$ cat src/hw/rtl/ats_pkg.sv
// Shared definitions for the assembler token scanner: sizes, token kind codes,
// scan modes and byte classification helpers. No dependencies.
package ats_pkg;

  localparam int IDENT_MAX = 31;
  localparam int LEN_W     = $clog2(IDENT_MAX + 1);
  localparam int ADDR_W    = (IDENT_MAX > 1) ? $clog2(IDENT_MAX) : 1;
  localparam int VAL_W     = 64;

  localparam logic [3:0] K_IDENT  = 4'd0;
  localparam logic [3:0] K_INT    = 4'd1;
  localparam logic [3:0] K_NL     = 4'd2;
  localparam logic [3:0] K_EOF    = 4'd3;
  localparam logic [3:0] K_LBRACK = 4'd4;
  localparam logic [3:0] K_RBRACK = 4'd5;
  localparam logic [3:0] K_COMMA  = 4'd6;
  localparam logic [3:0] K_LPAREN = 4'd7;
  localparam logic [3:0] K_RPAREN = 4'd8;
  localparam logic [3:0] K_STAR   = 4'd9;
  localparam logic [3:0] K_PLUS   = 4'd10;
  localparam logic [3:0] K_MINUS  = 4'd11;
  localparam logic [3:0] K_COLON  = 4'd12;
  localparam logic [3:0] K_ERROR  = 4'd13;

  localparam logic [1:0] MODE_IDLE  = 2'd0;
  localparam logic [1:0] MODE_IDENT = 2'd1;
  localparam logic [1:0] MODE_INT   = 2'd2;

  localparam logic [7:0] CH_NL    = 8'h0A;
  localparam logic [7:0] CH_ZERO  = 8'h30;

  typedef struct packed {
    logic blank;
    logic newline;
    logic id_start;
    logic digit;
  } char_class_t;

  function automatic char_class_t classify(input logic [7:0] c);
    char_class_t r;
    r.blank    = (c == 8'h20) || (c == 8'h09) || (c == 8'h0B) || (c == 8'h0C) ||
                 (c == 8'h0D);
    r.newline  = (c == CH_NL);
    r.id_start = (c >= 8'h61 && c <= 8'h7A) || (c >= 8'h41 && c <= 8'h5A) ||
                 (c == 8'h5F) || (c == 8'h2E);
    r.digit    = (c >= CH_ZERO && c <= 8'h39);
    return r;
  endfunction

  function automatic logic [3:0] punct_kind(input logic [7:0] c);
    logic [3:0] k;
    case (c)
      8'h5B:   k = K_LBRACK;
      8'h5D:   k = K_RBRACK;
      8'h2C:   k = K_COMMA;
      8'h28:   k = K_LPAREN;
      8'h29:   k = K_RPAREN;
      8'h2A:   k = K_STAR;
      8'h2B:   k = K_PLUS;
      8'h2D:   k = K_MINUS;
      8'h3A:   k = K_COLON;
      default: k = K_ERROR;
    endcase
    return k;
  endfunction

endpackage

$ cat src/hw/rtl/asm_token_scanner_core.sv
// Assembler token scanner: one source byte per input word, tokens out one per
// result word. A byte that extends a pending identifier or literal, or a blank
// with nothing pending, gives no result. A byte that ends a token is accepted,
// then its results follow in order: an identifier is flushed one character per
// result, read back from the identifier buffer through its registered read
// port, one character per cycle while the output does not stall; a literal
// gives one result; then comes the closing token, if any.
// Output stall holds the sequencer. Depends on ats_pkg, ats_lit_acc.
module asm_token_scanner_core (
  input  logic                      clk,
  input  logic                      rst_n,
  input  logic                      in_valid,
  output logic                      in_stall,
  input  logic [7:0]                in_text_byte,
  input  logic                      in_end_of_text,
  output logic                      out_valid,
  input  logic                      out_stall,
  output logic [3:0]                out_token_kind,
  output logic [ats_pkg::VAL_W-1:0] out_token_value,
  output logic                      out_token_overflow,
  output logic                      out_ident_end,
  output logic                      out_run_last
);
  import ats_pkg::*;

  localparam logic [1:0] ST_IDLE   = 2'd0;
  localparam logic [1:0] ST_FLUSH  = 2'd1;
  localparam logic [1:0] ST_INTOUT = 2'd2;
  localparam logic [1:0] ST_TAIL   = 2'd3;

  logic [1:0]       state_r, state_nxt;
  logic [1:0]       mode_r, mode_nxt;
  logic [LEN_W-1:0] len_r, len_nxt;
  logic [VAL_W-1:0] acc_r, acc_nxt;
  logic             ovf_r, ovf_nxt;
  logic [7:0]       c_r, c_nxt;
  logic             eot_r, eot_nxt;
  logic [LEN_W-1:0] idx_r, idx_nxt;
  logic             fetched_r, fetched_nxt;

  logic             out_valid_r, out_valid_nxt;
  logic [3:0]       kind_r, kind_nxt;
  logic [VAL_W-1:0] value_r, value_nxt;
  logic             tovf_r, tovf_nxt;
  logic             iend_r, iend_nxt;
  logic             last_r, last_nxt;

  logic [7:0]       ident_mem [IDENT_MAX];
  logic [7:0]       mem_q_r;
  logic             mem_we;
  logic [ADDR_W-1:0] mem_waddr;
  logic [7:0]       mem_wdata;
  logic             mem_re;
  logic [ADDR_W-1:0] mem_raddr;

  char_class_t      in_cls, tail_cls;
  logic             accept, can_push, push, tail_emits;
  logic [VAL_W-1:0] lit_next;
  logic             lit_sat;
  logic [LEN_W-1:0] idx_inc;

  assign accept   = in_valid && !in_stall;
  assign in_stall = (state_r != ST_IDLE);
  assign can_push = !out_valid_r || !out_stall;
  assign in_cls   = classify(in_text_byte);
  assign tail_cls = classify(c_r);
  assign idx_inc  = idx_r + 1'b1;
  // closing token at end of text or when the byte is no blank and starts no token
  assign tail_emits = eot_r || !(tail_cls.blank || tail_cls.id_start || tail_cls.digit);

  ats_lit_acc u_lit (
    .acc      (acc_r),
    .digit    (in_text_byte[3:0] - CH_ZERO[3:0]),
    .acc_next (lit_next),
    .sat      (lit_sat)
  );

  always_comb begin
    state_nxt   = state_r;
    mode_nxt    = mode_r;
    len_nxt     = len_r;
    acc_nxt     = acc_r;
    ovf_nxt     = ovf_r;
    c_nxt       = c_r;
    eot_nxt     = eot_r;
    idx_nxt     = idx_r;
    fetched_nxt = fetched_r;
    push        = 1'b0;
    kind_nxt    = kind_r;
    value_nxt   = value_r;
    tovf_nxt    = tovf_r;
    iend_nxt    = iend_r;
    last_nxt    = last_r;
    mem_we      = 1'b0;
    mem_waddr   = len_r[ADDR_W-1:0];
    mem_wdata   = in_text_byte;
    mem_re      = 1'b0;
    mem_raddr   = idx_r[ADDR_W-1:0];

    case (state_r)
      ST_IDLE: begin
        if (accept) begin
          c_nxt   = in_text_byte;
          eot_nxt = in_end_of_text;
          if (!in_end_of_text && mode_r == MODE_IDENT &&
              (in_cls.id_start || in_cls.digit)) begin
            if (len_r < LEN_W'(IDENT_MAX)) begin
              mem_we  = 1'b1;
              len_nxt = len_r + 1'b1;
            end else begin
              ovf_nxt = 1'b1;
            end
          end else if (!in_end_of_text && mode_r == MODE_INT && in_cls.digit) begin
            acc_nxt = lit_next;
            if (lit_sat) ovf_nxt = 1'b1;
          end else if (!in_end_of_text && mode_r == MODE_IDLE && in_cls.blank) begin
            state_nxt = ST_IDLE;
          end else if (mode_r == MODE_IDENT) begin
            state_nxt   = ST_FLUSH;
            idx_nxt     = '0;
            fetched_nxt = 1'b0;
          end else if (mode_r == MODE_INT) begin
            state_nxt = ST_INTOUT;
          end else begin
            state_nxt = ST_TAIL;
          end
        end
      end

      ST_FLUSH: begin
        fetched_nxt = 1'b1;
        if (fetched_r && can_push) begin
          push      = 1'b1;
          kind_nxt  = K_IDENT;
          value_nxt = {{(VAL_W-8){1'b0}}, mem_q_r};
          tovf_nxt  = ovf_r;
          iend_nxt  = (idx_inc == len_r);
          last_nxt  = (idx_inc == len_r) && !tail_emits;
          idx_nxt   = idx_inc;
          mem_raddr = idx_inc[ADDR_W-1:0];
          mem_re    = (idx_inc < len_r);
          if (idx_inc == len_r) state_nxt = ST_TAIL;
        end else begin
          mem_re = 1'b1;
        end
      end

      ST_INTOUT: begin
        if (can_push) begin
          push      = 1'b1;
          kind_nxt  = K_INT;
          value_nxt = acc_r;
          tovf_nxt  = ovf_r;
          iend_nxt  = 1'b0;
          last_nxt  = !tail_emits;
          state_nxt = ST_TAIL;
        end
      end

      ST_TAIL: begin
        if (!tail_emits || can_push) begin
          state_nxt = ST_IDLE;
          mode_nxt  = MODE_IDLE;
          len_nxt   = '0;
          acc_nxt   = '0;
          ovf_nxt   = 1'b0;
          if (!eot_r && tail_cls.id_start) begin
            mode_nxt  = MODE_IDENT;
            len_nxt   = LEN_W'(1);
            mem_we    = 1'b1;
            mem_waddr = '0;
            mem_wdata = c_r;
          end else if (!eot_r && tail_cls.digit) begin
            mode_nxt = MODE_INT;
            acc_nxt  = {{(VAL_W-4){1'b0}}, c_r[3:0] - CH_ZERO[3:0]};
          end
          if (tail_emits) begin
            push      = 1'b1;
            value_nxt = '0;
            tovf_nxt  = 1'b0;
            iend_nxt  = 1'b0;
            last_nxt  = 1'b1;
            if (eot_r) begin
              kind_nxt = K_EOF;
            end else if (tail_cls.newline) begin
              kind_nxt = K_NL;
            end else begin
              kind_nxt = punct_kind(c_r);
              if (punct_kind(c_r) == K_ERROR) value_nxt = {{(VAL_W-8){1'b0}}, c_r};
            end
          end
        end
      end

      default: state_nxt = ST_IDLE;
    endcase

    if (push) out_valid_nxt = 1'b1;
    else if (!out_stall) out_valid_nxt = 1'b0;
    else out_valid_nxt = out_valid_r;
  end

  // identifier buffer: one write port, one registered read port
  always_ff @(posedge clk) begin
    if (mem_we) ident_mem[mem_waddr] <= mem_wdata;
    if (mem_re) mem_q_r <= ident_mem[mem_raddr];
  end

  always_ff @(posedge clk) begin
    if (!rst_n) begin
      state_r     <= ST_IDLE;
      mode_r      <= MODE_IDLE;
      len_r       <= '0;
      acc_r       <= '0;
      ovf_r       <= 1'b0;
      fetched_r   <= 1'b0;
      out_valid_r <= 1'b0;
    end else begin
      state_r     <= state_nxt;
      mode_r      <= mode_nxt;
      len_r       <= len_nxt;
      acc_r       <= acc_nxt;
      ovf_r       <= ovf_nxt;
      fetched_r   <= fetched_nxt;
      out_valid_r <= out_valid_nxt;
    end
  end

  always_ff @(posedge clk) begin
    c_r     <= c_nxt;
    eot_r   <= eot_nxt;
    idx_r   <= idx_nxt;
    kind_r  <= kind_nxt;
    value_r <= value_nxt;
    tovf_r  <= tovf_nxt;
    iend_r  <= iend_nxt;
    last_r  <= last_nxt;
  end

  assign out_valid          = out_valid_r;
  assign out_token_kind     = kind_r;
  assign out_token_value    = value_r;
  assign out_token_overflow = tovf_r;
  assign out_ident_end      = iend_r;
  assign out_run_last       = last_r;

endmodule

$ cat src/hw/rtl/ats_lit_acc.sv
// Decimal literal step: acc * 10 + digit, saturating at 2^64-1.
// Depends on ats_pkg.
module ats_lit_acc (
  input  logic [ats_pkg::VAL_W-1:0] acc,
  input  logic [3:0]                digit,
  output logic [ats_pkg::VAL_W-1:0] acc_next,
  output logic                      sat
);
  import ats_pkg::*;

  logic [VAL_W+3:0] sum;

  // acc*10 = acc*8 + acc*2, kept 4 bits wider so any carry out shows overflow
  assign sum = {1'b0, acc, 3'b000} + {3'b000, acc, 1'b0} + {{VAL_W{1'b0}}, digit};
  assign sat = |sum[VAL_W+3:VAL_W];
  assign acc_next = sat ? {VAL_W{1'b1}} : sum[VAL_W-1:0];

endmodule
$ cat config.mk
export PLATFORM = sky130hd
export DESIGN_NAME = asm_token_scanner_core
export DESIGN_NICKNAME = d
export VERILOG_FILES = /design/src/hw/rtl/ats_pkg.sv /design/src/hw/rtl/asm_token_scanner_core.sv /design/src/hw/rtl/ats_lit_acc.sv
export SDC_FILE = /design/constraint.sdc
export NUM_CORES = 1
export LEC_CHECK = 0
export BUFFER_PORTS_ARGS = -buffer_cell sky130_fd_sc_hd__buf_2
export CAP_MARGIN = 20
export CORE_ASPECT_RATIO = 0.8
export CORE_MARGIN = 5
export CORE_UTILIZATION = 60
export CTS_CLUSTER_SIZE = 8
export DETAILED_ROUTE_END_ITERATION = 8
export PLACE_DENSITY = 0.75
export SYNTH_ARGS = -nofsm -noshare
export SYNTH_HDL_FRONTEND = slang
export SYNTH_SLANG_ARGS = --single-unit
$ cat constraint.sdc
create_clock -name clk -period 9.25 [get_ports clk]
set_input_delay 1.3875 -clock clk [delete_from_list [all_inputs] [get_ports clk]]
set_output_delay 1.3875 -clock clk [all_outputs]
set_load 0.02 [all_outputs]
; ---- After elaboration in Yosys (flattened, before gate mapping)
; Memories as Yosys holds them, arrays and structs flattened. A register that Yosys moved wholly into a read port is not among the register bits.
; Cells that the tools add are included.
[word_totals]
ff_bits = 161
latchBits = 0
ram_bits = 248
rom_bits = 0
wordCells = 246
mem_count = 1
[mem_list]
columns = memory, depth, width, read_ports, rd_clocked_by_memory_dff, wr, line_no
row1 = ident_mem, 31, 8, 1, 1, 1, asm_token_scanner_core.sv:48  ; logic [7:0] ident_mem [IDENT_MAX];
[op_classes]
add_sub_neg = 4
multipliers = 0
div = 0
order_cmp = 14
eq_ne = 48
n_shift = 0
n_mux = 105
bitwise = 0
reduce_logical = 59
[ops]
columns = op, n
row1 = 64-bit 2-to-1 mux, 9
row2 = 64-bit case mux with 3 select lines, 1
row3 = 64-bit case mux with 2 select lines, 1
row4 = 8-bit by 6-bit == test with 1-bit output (second input constant), 11
row5 = 8-bit by 4-bit == test with 1-bit output (second input constant), 9
row6 = 5-bit 2-to-1 mux, 14
row7 = 67-bit by 65-bit adder with 68-bit output, 1
row8 = 68-bit by 4-bit adder with 68-bit output, 1
row9 = 4-bit 2-to-1 mux, 13
row10 = 8-bit 2-to-1 mux, 6
row11 = 1-bit 2-to-1 mux, 38
row12 = 4-bit case mux with 9 select lines, 1
row13 = 8-bit by 7-bit == test with 1-bit output (second input constant), 4
row14 = 8-bit by 7-bit >= comparator with 1-bit output (second input constant), 4
row15 = 8-bit by 7-bit less-or-equal comparator with 1-bit output (second input constant), 4
row16 = 2-bit != test (second input constant), 13
row17 = 2-bit 2-to-1 mux, 11
row18 = 1-bit logical OR, 20
row19 = 5-bit case mux with 2 select lines, 2
row20 = 1-bit logical AND, 17
row21 = 8-bit by 6-bit >= comparator with 1-bit output (second input constant), 2
row22 = 8-bit by 6-bit less-or-equal comparator with 1-bit output (second input constant), 2
row23 = 5-bit AND reduction, 3
row24 = 1-bit case mux with 3 select lines, 4
row25 = 21 further kinds, 39

; ---- Longest topological paths before layout
[logic_depth]
word_depth = 20
mapped_depth = 17

; ---- Modules after synthesis
; From an unflattened synthesis, not the netlist that was laid out.
[unflattened]
cells_unflattened = 2316
hier_area_um2 = 24108.1
[by_module_without_submodules]
columns = module, n_inst, cells_each, area_each_um2, seq_area_each_um2
row1 = asm_token_scanner_core, 1, 1560, 18781.8, 11761.3
row2 = ats_lit_acc, 1, 756, 5326.4, 0.0

; ---- Worst setup path before layout
; OpenSTA, ideal clock, no wires.
[synth_path]
path_type = input to register
start = input port out_stall
end = register iend_r, in the netlist out_ident_end, enable pin
setup_ps = 606
arrival_ps = 6919
slack_ps = 1725
path_stages = 3
path_buffers = 0
cell_sequence = nand2_1 nand2_1 a211oi_1
[synth_via]
elab_chain_cells = 5
elab_cells_between_ends = 8
classes_between = eq/ne: 3 / reduce/logical: 5
[synth_lines]
columns = element, line_no
row1 = start: declaration, asm_token_scanner_core.sv:17  ; input logic out_stall,
row2 = 1-bit zero test (*), --
row3 = 1-bit logical OR (*), asm_token_scanner_core.sv:64  ; assign can_push = !out_valid_r || !out_stall;
row4 = 1-bit logical OR / 1-bit logical AND (equally long branches), "asm_token_scanner_core.sv:161, asm_token_scanner_core.sv:132"
row5 = 2-bit != test (no line), --
row6 = 5-bit AND reduction (no line) (*), --
row7 = end signal: assignment, asm_token_scanner_core.sv:236  ; iend_r <= iend_nxt;
row8 = end: declaration, asm_token_scanner_core.sv:45  ; logic iend_r, iend_nxt;
; Every way passes the cells marked *; elsewhere a longest branch is shown, timed or not.
; A chain may end at the register's enable or synchronous reset.

; ---- Worst setup path after layout
[layout_path]
start = input port in_text_byte[3]
end = register acc_r[41]
[layout_via]
elab_chain_cells = 9
elab_cells_between_ends = 27
classes_between = add/sub: 1 / order compare: 6 / eq/ne: 4 / mux: 5 / reduce/logical: 11
[layout_lines]
columns = element, line_no
row1 = start: declaration, asm_token_scanner_core.sv:14  ; input logic [7:0] in_text_byte,
row2 = "parallel branches: the longest is 9 deep, another holds 68-bit by 4-bit adder with 68-bit output", --
row3 = end signal: assignment, asm_token_scanner_core.sv:222  ; acc_r <= acc_nxt;
row4 = end: declaration, asm_token_scanner_core.sv:34  ; logic [VAL_W-1:0] acc_r, acc_nxt;
; Several ways; the timed one is not identified. The select of a mux whose other input is x is not followed.

==> results.md <==
- Via/cell ratio: ~6.5
- Final-stage net count: about 2000
- Syn_nets: 1916
- Worst r2r src: acc_r[0]
- Number of distinct library cells after synthesis: 74
- Hold-fix buffers, CTS: 0
- Maximum buffer depth of the clock tree: 3
- Post-route insts no fill: 2355
- Synthesis Warnings: 0
- Metal2 WL: 23.8 mm
- Worst rel slew slack: 30.8%
- Antenna violations before repair: 5
- Cells after Synth: between 1500 and 2000
- Critical-path maximum fanout: 59
- Final Critical Period: 5230 ps
- Die Wd: around 220 um
- Share of cells above drive strength 1: 14.8%
- # setup viols final: 0
- Reg2Reg Depth: 13
- EDFF count, synth: 341
- Most common cell after layout, fill and taps aside: edfxtp_1
- Hold endpoint: acc_r[52]
- Async S/R FF share, synth: 0%
- CTS tree: yes
- Clock Tree Root: clkbuf_16
- RR Endpoint: acc_r[41]
- CTS Buf Count: slightly below 60
- Setup TNS Final: 0 ps
- Storage cell area: 11800 sq um
- CTS resizes: 0
- Clock-pin slew on the worst setup and hold paths: 50 ps
- CP Capture Type: register
- Row cnt: 61
- FILL cells: 2470
- Global-route wire length before repair: between 80 and 90 mm
- Number of detailed-route iterations in the first pass: 9
- Routed Antenna Nets: 0
- Leakage: around 9.4 nW
- Final Wtd Congestion: approximately 0.95
- Finished layout cell area: 23900 sq um
- Clk sinks: 417
- Post-CTS Setup Repair Bufs: 0
- GRT overflow: 0
- # DRC: 0
- Core area: 35000 sq um
- Yosys reg bits: around 420
- Most used flip-flop cell after synthesis: edfxtp_1
- Largest net degree at the start of global routing: 73
- Routed length on met3: 6.71 mm
- Initial Utilization: about 61%
- All-Layer GR Usage: 27.7%
- Dpl cell area: 22200 sq um
- Worst setup slack after layout: 4020 ps
- Fmax: 0.191 GHz
- Slew @ Worst Pin: 1040 ps
- HPWL after DPL: 36.3 mm
- VDD IR max: ~0.20 mV
- Final wirelength: 55.8 mm
- Multi-input gate area: between 9000 and 10000 sq um
- Top sig layer: met5
- HP Class: register to register
- Sequential share of the synthesized area: 54.9%
- Worst Hold Launch: acc_r[52]
- Endpoints failing hold: 0
- Pre-CTS WS: 3510 ps
- Cell count of the worst hold path: 2
- CP max stage delay: 760 ps
- I/O pin count: 86
- Power Dens Cells: ~240 nW/um^2
- Status: complete, no violations
- Area grow syn2layout: 11.7%
- Die ar.: 39600 sq um
- Worst EP arrival: 5670 ps
- Post-Route M1 WL: about 24 mm
- CP cell instances: buf_2 -> fa_1 -> ha_1 -> a21o_1 -> and4_1 -> o211ai_1 -> nand2_1 -> a211oi_1 -> a211oi_1 -> o21ai_0 -> o211ai_1 -> or3_4 -> nand2_1 -> o211ai_1
- Most frequent CP cell: o211ai_1
- Vias in the first global route: 14400
- Mapped cell area: 21400 sq um
- Slew Viols, Final: 0
- Max cap viols: 0
- Final Cycle Share: 56.5%
- DR iter-0 viols: 1854
- CTS HTree Levels: 2
- Clock Skew: 16.2 ps
- FF-to-FF setup slack: 4530 ps
- RSZ-0062 raised after global routing: false
- WL/cell: 23.7 um
- Crit Path Class: primary input to register
- Cells after DPL: 2241
- Vert. Die Dim: 179 um
- Slowest CP cell: a211oi_1
- Clock Latency Late Sink: 590 ps
- I/O Buffers: 85
- Mapped Avg Cell Area: 12.2 sq um
- Crit path required time: about 9700 ps
- Crit start category: primary input
- Commonest non-fill, non-tap cells in the layout: edfxtp_1, nand2_1, ha_1
- DR vias: about 15000
-- cells by family after synthesis --
logic type | after synthesis | synth area share [%]
compound gates | 392 | 11.6
xor+xnor | 70 | 2.86
fa+ha+maj | 141 | 8.30
buf+inv | 125 | 2.31
flops | 417 | 54.9
mux | 95 | 8.72
simple gates | 522 | 11.4
-- cell type report --
type	count	share of cell area (%)
diodes	4	0.0418
flip-flops and latches	417	49.1
clock inverters	3	0.188
well taps	472	2.47
inverters	36	0.565
repair buffers	97	2.17
multi-input cells	1220	38.6
clock buffers	106	6.82
-- worst max path at each step --
stage,startpoint,endpoint,slack (ps)
floorplan,out_stall,out_ident_end,1720
global placement,in_text_byte[3],acc_r[56],3630
detailed placement,out_stall,mem_q_r[6],3510
CTS,out_stall,mem_q_r[4],4100
global route,out_stall,mem_q_r[4],3820
finish,in_text_byte[3],acc_r[41],4020
-- metrics by stage --
| stage | power [mW] | hold slack, ps | utilization, % |
|---|---|---|---|
| CTS | 5.66 | 474 | 68.3 |
| finish | 5.66 | 474 | 68.3 |
| global route | 5.85 | 493 | 68.3 |
| global placement | 3.66 | 468 | 63.4 |
| detailed placement | 3.70 | 464 | 63.5 |
| floorplan | 3.28 | 443 | - |
-- synth_stat cells, types with 33 or more instances --
| library cell | number | area share [%] |
|---|---|---|
| ha_1 | 139 | 8.1 |
| mux4_2 | 72 | 7.6 |
| xnor2_1 | 40 | 1.6 |
| clkbuf_1 | 75 | 1.3 |
| inv_1 | 35 | 0.61 |
| dfxtp_1 | 76 | 7.1 |
| nand2_1 | 206 | 3.6 |
| nand4_1 | 33 | 0.96 |
| a21oi_1 | 107 | 2.5 |
| nor2_1 | 118 | 2.1 |
| edfxtp_1 | 341 | 48 |
| and2_1 | 63 | 1.8 |
| o21ai_0 | 120 | 2.8 |
-- state kept, by name (all words and copies together) (netlist names) --
register and cells:
c_r 8, fetched_r 1, ovf_r 1, ident_mem 248
out_ident_end 1, len_r 5, out_token_kind 4, out_run_last 1
out_token_overflow 1, out_valid 1, state_r 2, acc_r 64
mode_r 2, mem_q_r 8, idx_r 5, out_token_value 64
eot_r 1
-- per-layer routing --
layer / vias to the layer above / global-route usage, %
li1: 6823 / -
met1: 7547 / 41.2
met2: 844 / 40.2
met3: 90 / 8.51
met4: 2 / 7.00
met5: - / 0
-- critical path: cells and delay by family --
kind,cells,cell delay [ps]
and+or+nand+nor,4,1410
buffers and inverters,1,170
adders and majority gates,2,820
AOI/OAI and AO/OA,7,1870
-- power by group --
part,internal (mW),switching (mW),total (mW)
Sequential,2.31,0.103,2.42
Clock,1.18,0.790,1.97
Combinational,0.440,0.839,1.28
Total,3.93,1.73,5.66
(Power assumes the default switching activity.)
